--- config.mk ---
export PLATFORM = sky130hd
export DESIGN_NAME = mavx_const_div
export DESIGN_NICKNAME = d
export VERILOG_FILES = /design/src/design/mavx_pkg.sv /design/src/design/mavx_const_div.sv
export SDC_FILE = /design/constraint.sdc
export NUM_CORES = 1
export LEC_CHECK = 0
export BUFFER_PORTS_ARGS = -buffer_cell sky130_fd_sc_hd__clkbuf_2
export CORE_AREA = 2 2 258 260
export DETAILED_ROUTE_END_ITERATION = 16
export DIE_AREA = 0 0 260 262
export PLACE_DENSITY_LB_ADDON = 0.2
export SLEW_MARGIN = 20
export SYNTH_ARGS = -nofsm -noshare
export SYNTH_HDL_FRONTEND = slang
export SYNTH_SLANG_ARGS = --single-unit
--- constraint.sdc ---
create_clock -name clk_i -period 5.2 [get_ports clk_i]
set_input_delay 0.26 -clock clk_i [delete_from_list [all_inputs] [get_ports clk_i]]
set_output_delay 0.26 -clock clk_i [all_outputs]
set_load 0.02 [all_outputs]
--- src/design/mavx_pkg.sv ---
// Shared constants and types for the moving-average crossover block.
package mavx_pkg;

  // Price and mean widths follow the fixed field widths of the channels.
  localparam int unsigned PRICE_W = 32;
  localparam int unsigned TOTAL_W = 32;

  // Default window lengths for the short and long means.
  localparam int unsigned SHORT_LEN_DEF = 20;
  localparam int unsigned LONG_LEN_DEF  = 50;

  // Trade signal codes, two-bit signed.
  localparam logic signed [1:0] SIG_NONE = 2'sb00;
  localparam logic signed [1:0] SIG_BUY  = 2'sb01;
  localparam logic signed [1:0] SIG_SELL = 2'sb11;

  // Load enables for the two pipeline stages behind the input stage.
  typedef struct packed {
    logic ld_mult;  // stage that holds the partial products
    logic ld_out;   // result register stage
  } stage_en_t;

endpackage

--- src/design/mavx_const_div.sv ---
// Two-stage divider of an unsigned sum by a constant, by reciprocal multiply.
module mavx_const_div #(
  parameter int unsigned XW      = 38,
  parameter int unsigned DIVISOR = 20
) (
  input  logic                           clk_i,
  input  mavx_pkg::stage_en_t            en_i,
  input  logic [XW-1:0]                  x_i,
  output logic [mavx_pkg::PRICE_W-1:0]   q_o
);

  // floor(x / D) = (x * M) >> SHIFT for every x below 2^XW, M = ceil(2^SHIFT / D).
  localparam int unsigned SHIFT = XW + $clog2(DIVISOR);
  localparam int unsigned MW    = XW + 1;
  localparam logic [63:0] MAGIC_FULL =
    ((64'd1 << SHIFT) + 64'(DIVISOR) - 64'd1) / 64'(DIVISOR);
  localparam logic [MW-1:0] MAGIC = MAGIC_FULL[MW-1:0];

  // Operand split into halves so that each partial product stays narrow.
  localparam int unsigned XL = XW / 2;
  localparam int unsigned XH = XW - XL;
  localparam int unsigned ML = MW / 2;
  localparam int unsigned MH = MW - ML;
  localparam int unsigned PW = XW + MW;

  localparam logic [ML-1:0] MAGIC_LO = MAGIC[ML-1:0];
  localparam logic [MH-1:0] MAGIC_HI = MAGIC[MW-1:ML];

  logic [XL-1:0]    x_lo;
  logic [XH-1:0]    x_hi;
  logic [XL+ML-1:0] pp_ll_q;
  logic [XL+MH-1:0] pp_lh_q;
  logic [XH+ML-1:0] pp_hl_q;
  logic [XH+MH-1:0] pp_hh_q;
  logic [PW-1:0]    prod;

  assign x_lo = x_i[XL-1:0];
  assign x_hi = x_i[XW-1:XL];

  // First stage: four narrow partial products.
  always_ff @(posedge clk_i) begin
    if (en_i.ld_mult) begin
      pp_ll_q <= (XL+ML)'(x_lo) * (XL+ML)'(MAGIC_LO);
      pp_lh_q <= (XL+MH)'(x_lo) * (XL+MH)'(MAGIC_HI);
      pp_hl_q <= (XH+ML)'(x_hi) * (XH+ML)'(MAGIC_LO);
      pp_hh_q <= (XH+MH)'(x_hi) * (XH+MH)'(MAGIC_HI);
    end
  end

  // Second stage: align and add the partial products, keep the quotient bits.
  assign prod = PW'(pp_ll_q)
              + (PW'(pp_lh_q) << ML)
              + (PW'(pp_hl_q) << XL)
              + (PW'(pp_hh_q) << (XL + ML));

  always_ff @(posedge clk_i) begin
    if (en_i.ld_out) begin
      q_o <= prod[SHIFT +: mavx_pkg::PRICE_W];
    end
  end

endmodule

==> Word-level counts from Yosys, hierarchy flattened <==
Cells that the tools add are included.
{ "totals": {"regBits": 180, "out_inout_bits": 32} }
{ "op_classes": {"addsub": 3, "n_mul": 4} }
{ "op_table": {"columns": ["cell", "count"], "rows": [
  ["$mul A19 B19 Y38 const B", 2],
  ["$add A60 B75 Y75", 1],
  ["$add A59 B57 Y60", 1],
  ["$add A38 B58 Y59", 1],
  ["$mul A19 B18 Y37 const B", 1],
  ["$mul A19 B18 Y35 const B", 1]
]} }

==> Logic depth before layout (Yosys ltp) <==
{ "depth": {"word_depth": 3, "ltp_mapped": 22, "mapped_depth_nobuf": 21} }

==> Worst setup path before layout <==
Ideal clock, no wire load.
{ "synth_path": {"kind": "input-to-reg", "start": "input port x_i[1]", "end": "register pp_lh_q[37], data pin", "setup_ns": 0.265, "arrival_ns": 5.298, "t_required_ns": 4.935, "path_slack_ns": -0.363, "path_stages": 21, "path_buffers": 0, "path_cell_list": "ha_1 > xor2_1 > ha_1 > or2_2 > fa_1 > inv_1 > fa_1 > inv_1 > fa_1 > inv_1 > fa_1 > inv_1 > ha_1 > a21o_1 > a21o_1 > a21o_1 > o21ai_0 > a21oi_1 > o41ai_4 > o21ai_0 > xor2_1"} }
{ "synth_via": {"elab_chain_len": 1} }
{ "synth_rtl": {"columns": ["item", "line", "rtl"], "rows": [
  ["start, declared", "mavx_const_div.sv:8", "input logic [XW-1:0] x_i,"],
  ["$mul A19 B18 Y37", "mavx_const_div.sv:44", "pp_lh_q <= (XL+MH)'(x_lo) * (XL+MH)'(MAGIC_HI);"],
  ["end signal, assigned", "mavx_const_div.sv:44", null],
  ["end, declared", "mavx_const_div.sv:32", "logic [XL+MH-1:0] pp_lh_q;"]
]} }
No other way between the ends.
A chain may end at the register's enable or synchronous reset.

==> Worst setup path in the final report <==
{ "layout_path": {"start": "input port x_i[15]", "end": "register pp_ll_q[28], data pin"} }
{ "layout_via": {"elab_chain_len": 1} }
{ "layout_rtl": {"columns": ["item", "line", "rtl"], "rows": [
  ["$mul A19 B19 Y38", "mavx_const_div.sv:43", "pp_ll_q <= (XL+ML)'(x_lo) * (XL+ML)'(MAGIC_LO);"],
  ["end signal, assigned", "mavx_const_div.sv:43", null],
  ["end, declared", "mavx_const_div.sv:31", "logic [XL+ML-1:0] pp_ll_q;"]
]} }
No other way between the ends.

==> impl_metrics.ini <==
[run_status]
status = complete, but fails checks
violations_in_the_final_reports = setup timing

[floorplan]
die_width_um = 260
core_region_area_um2 = 65300
initial_core_util = 0.397
std_cell_rows = 94
ios = 73
die_h_um = 262
dieArea_um2 = 68100

[clock_tree]
clk_path_buf_depth = 2
clock_insertion_delay_worst_skew_ns = 0.45
numClockSinks = 159
cts.reportedPaths.clkPinSlew_ns = 0.07
clock-root-buffer = sky130_fd_sc_hd__clkbuf_16
cts_made_buffers = 17
clock_tree.htree_level_count = 4
cts_tree = done

[synth]
synth_flop_cell = sky130_fd_sc_hd__edfxtp_1
synth.yosys.seq_area_share = 0.184
synth_largest_area_cell = sky130_fd_sc_hd__fa_1
yosys_register_bits = 159
async_flop_share = 0
synthDominantCellAreaShare = 0.293
post_synth_edffs = 159
synth_cells = 2520
ys_warn_count = 0
synth.cells.most_frequent = sky130_fd_sc_hd__inv_1, sky130_fd_sc_hd__ha_1, sky130_fd_sc_hd__fa_1
syn_area_um2 = 25900
synth_cell_type_count = 72
syn-num-nets = 3374
synth_top_cells_by_area = sky130_fd_sc_hd__fa_1, sky130_fd_sc_hd__ha_1, sky130_fd_sc_hd__edfxtp_1
syn_area_per_cell_um2 = 10.3
post-synth-top-count-cell = sky130_fd_sc_hd__inv_1

[sta]
fin_tns_setup_ns = -0.0588
timing.final.hold_violations = 0
slew-limit-headroom = 0.435
rsz0062_at_grt = true
finalClockSkew_ns = 0.0206
period_needed_ns = 5.23
peak_clock_frequency_supported_by_timing_ghz = 0.191
timing.final.max_slew_violations = 0
final_min_period_over_clock_period = 1.01
fin_ws_ns = -0.0335
tightest_slew_ns = 0.847
setup_viol = 5

[hold_path]
hold_path.class = input pin to register

[layout]
final_nets = 3942
finish.instance_area_um2 = 33200
share_of_post_route_cells_with_drive_strength_above_1 = 0.269
areaGrowthSynthToFinish_pct = 27.9
antenna_cells = 0

[setup_path]
critical_path.max_fanout = 6
worstPathRequired_ns = 5.47
critical_path.startpoint_type = input pin
cp.arrival_ns = 5.50
timing_worst_setup_path_type = input pin to register
timing.critical_path.to_type = register

[drt]
drc = 0
final_wirelength_mm = 75.5
antenna_left = 0
wl_per_cell_um = 19.0
vias = 19500
drt-initial-drc-count = 1219
vias_per_cell = 4.92
drt_pre_antenna_iters = 5

[grt]
grt.met2_usage = 0.369
total_track_usage = 0.230
grt.met1_usage = 0.326
maximum_number_of_pins_on_one_net_before_global_route_repair = 66
grt_pass1_vias = 21400
antenna_found_initial = 1
first_pass_grt_wire_length_mm = 119
groute.layer.met3.usage = 0.0373
global_route.overflow_total = 0
global_route.peak_usage_layer = met2

[place]
gp_congestion = 0.926
placement.cell_area_um2 = 31400
hpwlAfterDp_mm = 67.3
portBuffers = 72

[job]
maxCapViolCount = 0
-- critical path, cell delays in order --
cell and delay, ns:
sky130_fd_sc_hd__clkbuf_4 0.15, sky130_fd_sc_hd__ha_4 0.26, sky130_fd_sc_hd__fa_1 0.58, sky130_fd_sc_hd__inv_2 0.05, sky130_fd_sc_hd__fa_1 0.49, sky130_fd_sc_hd__inv_1 0.05
sky130_fd_sc_hd__fa_1 0.51, sky130_fd_sc_hd__inv_2 0.05, sky130_fd_sc_hd__fa_2 0.46, sky130_fd_sc_hd__fa_1 0.53, sky130_fd_sc_hd__inv_2 0.05, sky130_fd_sc_hd__ha_4 0.27
sky130_fd_sc_hd__and3_4 0.21, sky130_fd_sc_hd__nand3_2 0.07, sky130_fd_sc_hd__o21a_1 0.21, sky130_fd_sc_hd__a31o_4 0.26, sky130_fd_sc_hd__a211oi_4 0.45, sky130_fd_sc_hd__buf_4 0.20
sky130_fd_sc_hd__nor2_4 0.05, sky130_fd_sc_hd__o21ai_2 0.12, sky130_fd_sc_hd__xor2_1 0.22
-- area by class of cell --
class                           instances  area, um2
Fill cell                            5980      32100
Multi-Input combinational cell       1671      20000
Sequential cell                       159       4770
Timing Repair Buffer                  575       4240
Inverter                              664       2500
Tap cell                              864       1080
Clock buffer                           17        425
Clock inverter                         15        184
-- per-stage QoR --
step / setup slack, ns / util / std cells / hold slack, ns
6_report: -0.0335 / 0.508 / 3965 / 0.260
5_1_grt: -0.134 / 0.508 / 3965 / 0.258
2_1_floorplan: -0.0373 / - / 2520 / 0.359
3_5_place_dp: -0.697 / 0.481 / 3911 / 0.561
3_3_place_gp: -0.616 / 0.481 / 3911 / 0.535
4_1_cts: -0.00302 / 0.494 / 3947 / 0.250
-- path summary, 6_finish.rpt --
kind	start	cells after the start	slack, ns	end
hold / removal	x_i[0]	2	0.26	pp_ll_q[0]
setup / recovery	x_i[15]	21	-0.03	pp_ll_q[28]
setup reg to reg	pp_hl_q[3]	10	1.44	q_o[31]
hold reg to reg	pp_hh_q[36]	1	0.58	q_o[31]
-- what timing repair did --
item | in CTS | in global routing
hold buffers | 0 | 0
gates resized for setup | 35 | 200
buffers inserted | 4 | 21
pin swaps | 23 | 120
setup endpoints to repair | 33 | 55
gates cloned | 0 | 0
-- placed cells by master, fill, tap and decap left out, drive strengths merged, types with 5 or more instances in the layout --
| cell type | instances |
|---|---|
| o211ai | 17 |
| and2 | 14 |
| a21boi | 7 |
| clkbuf | 71 |
| and3 | 17 |
| o21bai | 16 |
| a2111oi | 7 |
| buf | 521 |
| inv | 671 |
| mux2i | 5 |
| nor2 | 67 |
| o2111ai | 6 |
| edfxtp | 159 |
| nor2b | 15 |
| a211oi | 8 |
| clkinv | 5 |
| nor3 | 14 |
| xnor2 | 87 |
| nor4 | 5 |
| nand2b | 10 |
| or2 | 9 |
| a21o | 65 |
| a21oi | 127 |
| ha | 434 |
| a31oi | 15 |
| fa | 379 |
| nand4 | 23 |
| o21ai | 65 |
| xor2 | 56 |
| o21a | 20 |
| nand3 | 41 |
| nand2 | 86 |
-- metal layers --
| metal | routed length (um) | share of wire |
|---|---|---|
| met2 | 34000 | 0.45 |
| met4 | 1720 | 0.023 |
| met3 | 4060 | 0.054 |
| met5 | 0 | 0 |
| met1 | 35700 | 0.47 |
-- state kept, by name, indices dropped and copies added (netlist names) --
register,flops
pp_hh_q,33
pp_ll_q,21
pp_lh_q,35
q_o,32
pp_hl_q,38
-- cell families (layout without fill, tap and decap cells) --
| group | Yosys count | count (layout) | share of synthesized area |
|---|---|---|---|
| AOI/OAI and AO/OA | 390 | 390 | 0.102 |
| xor gates and xnor gates | 143 | 143 | 0.0483 |
| adders and majority gates | 813 | 813 | 0.502 |
| buffers and inverters | 690 | 1271 | 0.100 |
| DFF | 159 | 159 | 0.184 |
| muxes | 5 | 5 | 0.00193 |
| and+or+nand+nor | 320 | 320 | 0.0614 |
Power is left out: the tool's default activity adds up to more than one toggle a clock period on the data nets, which glitch-free logic cannot reach.
